`config.mk`:
```
export PLATFORM = sky130hd
export DESIGN_NAME = approx_signed_gadget_decompose_core
export DESIGN_NICKNAME = d
export VERILOG_FILES = /design/src/asgd_pkg.sv /design/src/asgd_front.sv /design/src/asgd_queue.sv /design/src/asgd_back.sv /design/src/approx_signed_gadget_decompose_core.sv
export SDC_FILE = /design/constraint.sdc
export NUM_CORES = 2
export LEC_CHECK = 0
export CAP_MARGIN = 20
export CORE_ASPECT_RATIO = 0.6
export CORE_UTILIZATION = 50
export CTS_CLUSTER_DIAMETER = 40
export DETAILED_ROUTE_END_ITERATION = 10
export DONT_BUFFER_PORTS = 1
export PLACE_DENSITY_LB_ADDON = 0.15
export SYNTH_ARGS = -nofsm -noshare
export SYNTH_HDL_FRONTEND = slang
export SYNTH_HIERARCHICAL = 1
export SYNTH_SLANG_ARGS = --single-unit
```
`constraint.sdc`:
```
create_clock -name clk -period 18.1 [get_ports clk]
set_clock_uncertainty 0.15 [all_clocks]
set_input_delay 0 -clock clk [delete_from_list [all_inputs] [get_ports clk]]
set_output_delay 0 -clock clk [all_outputs]
set_load 0.05 [all_outputs]
```
`src/asgd_pkg.sv`:
```
// Shared constants, types and the digit split function for the gadget decomposer.
package asgd_pkg;

	// Field and register widths
	localparam int VAL_W     = 54;
	localparam int MOD_W     = 55;
	localparam int BITS_W    = 6;
	localparam int CNT_W     = 5;
	localparam int IDX_W     = 4;
	localparam int CFG_IDX_W = 2;
	// Signed working width: holds c - Q and the rounding carry with margin
	localparam int SW        = 58;

	localparam int MAX_DIGITS = 16;
	localparam int TOTAL_BITS = 54;

	// Queue between front and back
	localparam int QDEPTH = 4;
	localparam int CRED_W = $clog2(QDEPTH + 1);

	// Register indexes on the config port
	localparam logic [CFG_IDX_W-1:0] REG_MODULUS     = 2'd0;
	localparam logic [CFG_IDX_W-1:0] REG_DIGIT_BITS  = 2'd1;
	localparam logic [CFG_IDX_W-1:0] REG_DIGIT_COUNT = 2'd2;

	// Reset values of the registers
	localparam logic [MOD_W-1:0]  RST_MODULUS     = MOD_W'(1) << 54;
	localparam logic [BITS_W-1:0] RST_DIGIT_BITS  = BITS_W'(9);
	localparam logic [CNT_W-1:0]  RST_DIGIT_COUNT = CNT_W'(6);

	typedef logic signed [SW-1:0] sval_t;

	// Settings derived from the registers, shared by front and back
	typedef struct packed {
		logic [MOD_W-1:0]  modulus;
		logic [MOD_W-1:0]  half;
		logic [BITS_W-1:0] bits;
		logic [CNT_W-1:0]  count;
		logic [BITS_W-1:0] ignore;
	} cfg_t;

	typedef struct packed {
		logic empty;
		logic full;
	} q_status_t;

	typedef struct packed {
		sval_t digit;
		sval_t rest;
	} split_t;

	// Split off the sign-extended low w bits; rest is the rounded upper part.
	// w of zero gives a zero digit and leaves the value untouched.
	function automatic split_t split_low(sval_t v, logic [BITS_W-1:0] w);
		logic [SW-1:0]     mask;
		logic [BITS_W-1:0] sel;
		logic              sgn;
		split_t            res;
		mask = ~({SW{1'b1}} << w);
		sel  = (w >= BITS_W'(SW)) ? BITS_W'(SW - 1) : (w - BITS_W'(1));
		sgn  = v[sel];
		if (w == '0) begin
			res.digit = '0;
			res.rest  = v;
		end else begin
			res.digit = sgn ? (v | sval_t'(~mask)) : (v & sval_t'(mask));
			res.rest  = (v >>> w) + sval_t'({{(SW - 1){1'b0}}, sgn});
		end
		return res;
	endfunction

endpackage

```
`src/asgd_front.sv`:
```
// Front end: takes coefficients, centers them and drops the ignored low bits.
module asgd_front (
	input  logic                      clk,
	input  logic                      arst_n,
	input  logic                      start,
	output logic                      busy,
	input  logic [asgd_pkg::VAL_W-1:0] coefficient,
	input  asgd_pkg::cfg_t            cfg,
	input  logic                      pop,
	output logic                      push,
	output asgd_pkg::sval_t           push_data
);
	import asgd_pkg::*;

	logic              accept;
	logic              drop;
	logic [CRED_W-1:0] inflight_q;
	logic              valid_s1;
	logic              valid_s2;
	sval_t             v_s1;
	sval_t             v_s2;
	sval_t             centered;
	split_t            dropped;

	// Items between acceptance and leaving the queue, bounded by queue depth
	assign busy   = (inflight_q == CRED_W'(QDEPTH));
	assign accept = start & ~busy;
	assign push   = valid_s2 & (cfg.count != '0);
	assign drop   = valid_s2 & (cfg.count == '0);
	assign push_data = v_s2;

	// Centering: values at or above floor(Q/2) go negative
	assign centered = ({1'b0, coefficient} < cfg.half) ? sval_t'(coefficient)
		: (sval_t'(coefficient) - sval_t'(cfg.modulus));

	assign dropped = split_low(v_s1, cfg.ignore);

	// Control
	always_ff @(posedge clk or negedge arst_n) begin
		if (!arst_n) begin
			inflight_q <= '0;
			valid_s1   <= 1'b0;
			valid_s2   <= 1'b0;
		end else begin
			inflight_q <= inflight_q + CRED_W'(accept) - CRED_W'(pop) - CRED_W'(drop);
			valid_s1   <= accept;
			valid_s2   <= valid_s1;
		end
	end

	// Payload
	always_ff @(posedge clk) begin
		v_s1 <= centered;
		v_s2 <= dropped.rest;
	end

endmodule

```
`src/asgd_queue.sv`:
```
// Short FIFO of rounded values between the front end and the digit engine.
module asgd_queue (
	input  logic                clk,
	input  logic                arst_n,
	input  logic                push,
	input  asgd_pkg::sval_t     push_data,
	input  logic                pop,
	output asgd_pkg::sval_t     head,
	output asgd_pkg::q_status_t status
);
	import asgd_pkg::*;

	localparam int PTR_W = $clog2(QDEPTH);

	sval_t             entries_q [QDEPTH];
	logic [PTR_W-1:0]  wr_ptr_q;
	logic [PTR_W-1:0]  rd_ptr_q;
	logic [CRED_W-1:0] fill_q;

	assign head        = entries_q[rd_ptr_q];
	assign status.empty = (fill_q == '0);
	assign status.full  = (fill_q == CRED_W'(QDEPTH));

	// Pointers and fill level
	always_ff @(posedge clk or negedge arst_n) begin
		if (!arst_n) begin
			wr_ptr_q <= '0;
			rd_ptr_q <= '0;
			fill_q   <= '0;
		end else begin
			if (push) begin
				wr_ptr_q <= (wr_ptr_q == PTR_W'(QDEPTH - 1)) ? '0 : wr_ptr_q + PTR_W'(1);
			end
			if (pop) begin
				rd_ptr_q <= (rd_ptr_q == PTR_W'(QDEPTH - 1)) ? '0 : rd_ptr_q + PTR_W'(1);
			end
			fill_q <= fill_q + CRED_W'(push) - CRED_W'(pop);
		end
	end

	// Storage
	always_ff @(posedge clk) begin
		if (push) begin
			entries_q[wr_ptr_q] <= push_data;
		end
	end

	// Front credit must keep the queue from overflowing
	a_no_overflow: assert property (@(posedge clk) disable iff (!arst_n)
		push |-> !status.full || pop)
		else $error("queue push while full");
	a_no_underflow: assert property (@(posedge clk) disable iff (!arst_n)
		pop |-> !status.empty)
		else $error("queue pop while empty");
	a_fill_bound: assert property (@(posedge clk) disable iff (!arst_n)
		fill_q <= CRED_W'(QDEPTH))
		else $error("queue fill above depth");

endmodule

```
`src/asgd_back.sv`:
```
// Digit engine: peels one signed digit per cycle and drives the result ports.
module asgd_back (
	input  logic                       clk,
	input  logic                       arst_n,
	input  asgd_pkg::cfg_t             cfg,
	input  asgd_pkg::sval_t            head,
	input  asgd_pkg::q_status_t        status,
	output logic                       pop,
	output logic                       digit_valid,
	output logic [asgd_pkg::VAL_W-1:0] digit_value,
	output logic [asgd_pkg::IDX_W-1:0] digit_index,
	output logic                       last_digit
);
	import asgd_pkg::*;

	logic             active_q;
	logic [IDX_W-1:0] idx_q;
	sval_t            v_q;
	split_t           sp;
	sval_t            lifted;
	logic             last;
	logic             valid_q;
	logic [VAL_W-1:0] value_q;
	logic [IDX_W-1:0] index_q;
	logic             last_q;

	assign sp     = split_low(v_q, cfg.bits);
	assign lifted = sp.digit + sval_t'(cfg.modulus);
	assign last   = (CNT_W'(idx_q) == cfg.count - CNT_W'(1));

	// Load the next item as soon as the current one gives its last digit
	assign pop = (~active_q | last) & ~status.empty;

	// Sequencer
	always_ff @(posedge clk or negedge arst_n) begin
		if (!arst_n) begin
			active_q <= 1'b0;
			idx_q    <= '0;
			valid_q  <= 1'b0;
		end else begin
			valid_q <= active_q;
			priority if (pop) begin
				active_q <= 1'b1;
				idx_q    <= '0;
			end else if (active_q && last) begin
				active_q <= 1'b0;
			end else if (active_q) begin
				idx_q <= idx_q + IDX_W'(1);
			end else begin
				idx_q <= '0;
			end
		end
	end

	// Working value and result payload
	always_ff @(posedge clk) begin
		if (pop) begin
			v_q <= head;
		end else if (active_q) begin
			v_q <= sp.rest;
		end
		// negative digit is lifted by Q
		value_q <= sp.digit[SW-1] ? lifted[VAL_W-1:0] : sp.digit[VAL_W-1:0];
		index_q <= idx_q;
		last_q  <= last;
	end

	assign digit_valid = valid_q;
	assign digit_value = value_q;
	assign digit_index = index_q;
	assign last_digit  = last_q;

endmodule

```
`src/approx_signed_gadget_decompose_core.sv`:
```
// Top level of the approximate signed gadget decomposer.
//
// Input: a coefficient is taken at a rising edge with start high and busy low.
// Output: each digit is shown for one cycle with digit_valid high, lowest
// digit first, with digit_index on each and last_digit on the final one. The
// receiver cannot hold results off.
// Config: cfg_valid/cfg_ready write channel; cfg_index 0 modulus, 1 digit_bits,
// 2 digit_count, 3 ignored. cfg_ready is always high. Write only while idle.
// Path: with the engine idle, a coefficient is centered at the accepting
// edge, then rounded, queued, loaded into the engine and put in the output
// register, after which its first digit is on the ports.
// Throughput: the digit engine gives one digit per cycle, and a coefficient
// gives min(digit_count, 16) digits; a count of zero gives no digits and
// takes no engine time. Up to four coefficients may be in flight; busy
// rises when all four slots are taken.
// Reset: registers return to modulus 2^54, digit_bits 9, digit_count 6 and
// all in-flight items are dropped.
module approx_signed_gadget_decompose_core (
	input  logic                           clk,
	input  logic                           arst_n,
	input  logic                           start,
	output logic                           busy,
	input  logic [asgd_pkg::VAL_W-1:0]     coefficient,
	input  logic                           cfg_valid,
	output logic                           cfg_ready,
	input  logic [asgd_pkg::CFG_IDX_W-1:0] cfg_index,
	input  logic [asgd_pkg::MOD_W-1:0]     cfg_data,
	output logic                           digit_valid,
	output logic [asgd_pkg::VAL_W-1:0]     digit_value,
	output logic [asgd_pkg::IDX_W-1:0]     digit_index,
	output logic                           last_digit
);
	import asgd_pkg::*;

	localparam int USED_W = CNT_W + BITS_W;

	logic [MOD_W-1:0]  modulus_q;
	logic [BITS_W-1:0] digit_bits_q;
	logic [CNT_W-1:0]  digit_count_q;
	logic [CNT_W-1:0]  count_eff;
	logic [USED_W-1:0] used;
	cfg_t              cfg;
	logic              push;
	logic              pop;
	sval_t             push_data;
	sval_t             head;
	q_status_t         status;

	assign cfg_ready = 1'b1;

	// Config registers
	always_ff @(posedge clk or negedge arst_n) begin
		if (!arst_n) begin
			modulus_q     <= RST_MODULUS;
			digit_bits_q  <= RST_DIGIT_BITS;
			digit_count_q <= RST_DIGIT_COUNT;
		end else if (cfg_valid && cfg_ready) begin
			unique case (cfg_index)
				REG_MODULUS:     modulus_q     <= cfg_data;
				REG_DIGIT_BITS:  digit_bits_q  <= cfg_data[BITS_W-1:0];
				REG_DIGIT_COUNT: digit_count_q <= cfg_data[CNT_W-1:0];
				default: ;
			endcase
		end
	end

	// Derived settings: clamped count and dropped width
	assign count_eff = (digit_count_q > CNT_W'(MAX_DIGITS)) ? CNT_W'(MAX_DIGITS)
		: digit_count_q;
	assign used = USED_W'(count_eff) * USED_W'(digit_bits_q);

	always_comb begin
		cfg.modulus = modulus_q;
		cfg.half    = modulus_q >> 1;
		cfg.bits    = digit_bits_q;
		cfg.count   = count_eff;
		cfg.ignore  = (used >= USED_W'(TOTAL_BITS)) ? '0
			: BITS_W'(USED_W'(TOTAL_BITS) - used);
	end

	asgd_front u_front (
		.clk         (clk),
		.arst_n      (arst_n),
		.start       (start),
		.busy        (busy),
		.coefficient (coefficient),
		.cfg         (cfg),
		.pop         (pop),
		.push        (push),
		.push_data   (push_data)
	);

	asgd_queue u_queue (
		.clk       (clk),
		.arst_n    (arst_n),
		.push      (push),
		.push_data (push_data),
		.pop       (pop),
		.head      (head),
		.status    (status)
	);

	asgd_back u_back (
		.clk         (clk),
		.arst_n      (arst_n),
		.cfg         (cfg),
		.head        (head),
		.status      (status),
		.pop         (pop),
		.digit_valid (digit_valid),
		.digit_value (digit_value),
		.digit_index (digit_index),
		.last_digit  (last_digit)
	);

endmodule
```
==> metrics.yaml <==
status: "complete, no violations"
multi_input_area_um2: 26500
worstPathRequired_ns: 18.47
finalCritPeriodShare_pct: 58.0
max-vdd-ir-drop_uv: 160
hpwl_um: 128000
wl_per_cell_um: 30.3
cp_num_buf_inv: 2
grt.total_usage_pct: 38.6
yosysWarnings: 6
ant_nets: 0
crit_family: "simple AND/OR/NAND/NOR gates"
power_frac_comb_pct: 62.8
dieArea_um2: 87000
switchingPower_w: 0.00583
tightest_slew_ns: 1.19
htree_levels: 3
power_frac_clock_pct: 12.1
io_pins: 177
final_util_pct: 57.0
tns_ns: 0
syn_avg_cell_area_um2: 9.79
drt_pass1_iterations: 6
rsz0062_at_grt: "no"
cp-end-kind: "register"
seq_area_um2: 14300
nFillCells: 7378
drv_slew: 0
globalplace.congestion: 1.07
grt-busiest-layer: "met1"
startpoint_type: "register"
wl_um: 172000
cp.arrival_ns: 10.87
min_path_type: "input port to register"
overflow: 0
max_freq_mhz: 95.3
port_buffers: 0
drive_gt1_share_pct: 14.5
final-setup-viol-count: 0
syn-cell-area_um2: 42900
drc: 0
clk_latency_ns: 0.66
grt_pass1_wl_um: 249000
core_area_um2: 84200
grt_pass1_vias: 35800
maxCapViolCount: 0
p_int_w: 0.00521
dieHeight_um: 229
viasPerCell: 6.85
grt_antenna_before_repair: 6
cp_slowest_stage_delay_ns: 1.17
finalCriticalPeriod_ns: 10.50
core.rowCount: 82
critPathKind: "register to register"
relSlewSlack_pct: 20.2
met1_usage_pct: 57.6
clk_pin_slew_ns: 0.06
cts_sinks: 547
synthToLayoutAreaGrowth_pct: 12.0
drt-initial-drc-count: 5822
cts-root-buf: "clkbuf_16"
die_x_um: 380
cts_setup_buffers: 0
clock_path_buffers: 3
cts_tree: "yes"
pwr-share-seq_pct: 25.1
worst_path_max_delay_cell: "dfstp_4"
p_per_area_nw_per_um2: 230
hold_viol: 0
nets: 4821
power_leakage_nw: 18.4
grt_max_degree: 119
met3_usage_pct: 15.2
vias: 38800
grt_use_met2_pct: 51.2
switching_share_pct: 52.8
cts_buffers: 66
synthesis.instances: 4381
crit_fanout: 118
start_util_pct: 50.9
-- power groups by stage --
stage          Clock, W  Sequential, W  Combinational [W]
2_1_floorplan         0        0.00230            0.00479
3_3_place_gp          0        0.00275            0.00651
3_5_place_dp          0        0.00275            0.00649
4_1_cts         0.00135        0.00272            0.00662
5_1_grt         0.00140        0.00278            0.00732
6_report        0.00133        0.00277            0.00693
-- state kept, by name, summed over array words and instances (netlist names), 5 cells and up --
register / count
digit_bits_q: 6
u_queue/entries_q: 232
modulus_q: 55
digit_count_q: 5
u_front/v_s1: 56
u_back/digit_value: 54
u_back/v_q: 58
u_front/push_data: 58
-- routing by layer --
layer  wire [um]  vias to the layer above  share of wire [%]
li1            -                    16700                  -
met1       74500                    19000                 43
met2       66700                     2731                 39
met3       26100                      373                 15
met4        4820                        6                2.8
met5          41                        -              0.024
-- layout by cell type, fill, tap and decap left out, types with 91 or more instances in the layout --
| cell type | n |
|---|---|
| a21o_1 | 91 |
| a21oi_1 | 225 |
| dfxtp_1 | 173 |
| dlygate4sd3_1 | 234 |
| edfxtp_1 | 290 |
| ha_1 | 206 |
| inv_1 | 176 |
| mux2_2 | 170 |
| mux2i_1 | 141 |
| mux4_2 | 194 |
| nand2_1 | 434 |
| nor2_1 | 284 |
| o21ai_0 | 315 |
| xnor2_1 | 136 |
-- worst register-to-register path: cells and delay by family, from the launching register on --
family                     cells  cell delay (ns)
muxes                          1             0.27
AOI/OAI and AO/OA              8             2.45
DFF                            1             1.17
and+or+nand+nor                9             2.79
adders and majority gates      6             2.27
buffers and inverters          2             0.81
xor gates and xnor gates       2             0.48
-- through the flow --
stage | std cells | cell area [um2] | hold slack (ns) | setup WS (ns) | power [W]
after floorplan | 4382 | 42900 | -0.446 | 9.58 | 0.00709
after global placement | 5312 | 43400 | -0.444 | 7.93 | 0.00926
after detailed placement | 5313 | 43400 | -0.443 | 7.82 | 0.00924
after CTS | 5669 | 48000 | 0.0000913 | 7.77 | 0.0107
after global routing | 5670 | 48000 | 0.0255 | 7.11 | 0.0115
final | 5672 | 48000 | 0.0170 | 7.60 | 0.0110
-- path summary, 6_finish.rpt --
kind / start / to / slack [ns] / cells after the start
min in group asynchronous: arst_n / digit_bits_q[0] / 0.43 / 3
min reg2reg: u_front/valid_s1 / u_front/valid_s2 / 0.21 / 0
max reg2reg: digit_bits_q[3] / u_front/push_data[37] / 7.60 / 28
max in group asynchronous: arst_n / modulus_q[43] / 16.84 / 4
min: coefficient[27] / u_front/v_s1[27] / 0.02 / 3
max: digit_bits_q[3] / u_front/push_data[37] / 7.60 / 28
-- area by class of cell --
type,count,share of cell area (%)
Sequential cell,547,29.8
Tap cell,1134,2.95
Timing Repair Buffer,310,6.18
Inverter,183,1.43
Antenna cell,2,0.0104
Clock buffer,78,3.66
Multi-Input combinational cell,3376,55.1
Clock inverter,42,0.862
-- timing repair --
item	CTS	global route
endpoints found under the hold margin	209	0
hold buffers	236	0
gates resized for setup	0	0
Note: power is estimated with default switching activity, not from simulation.
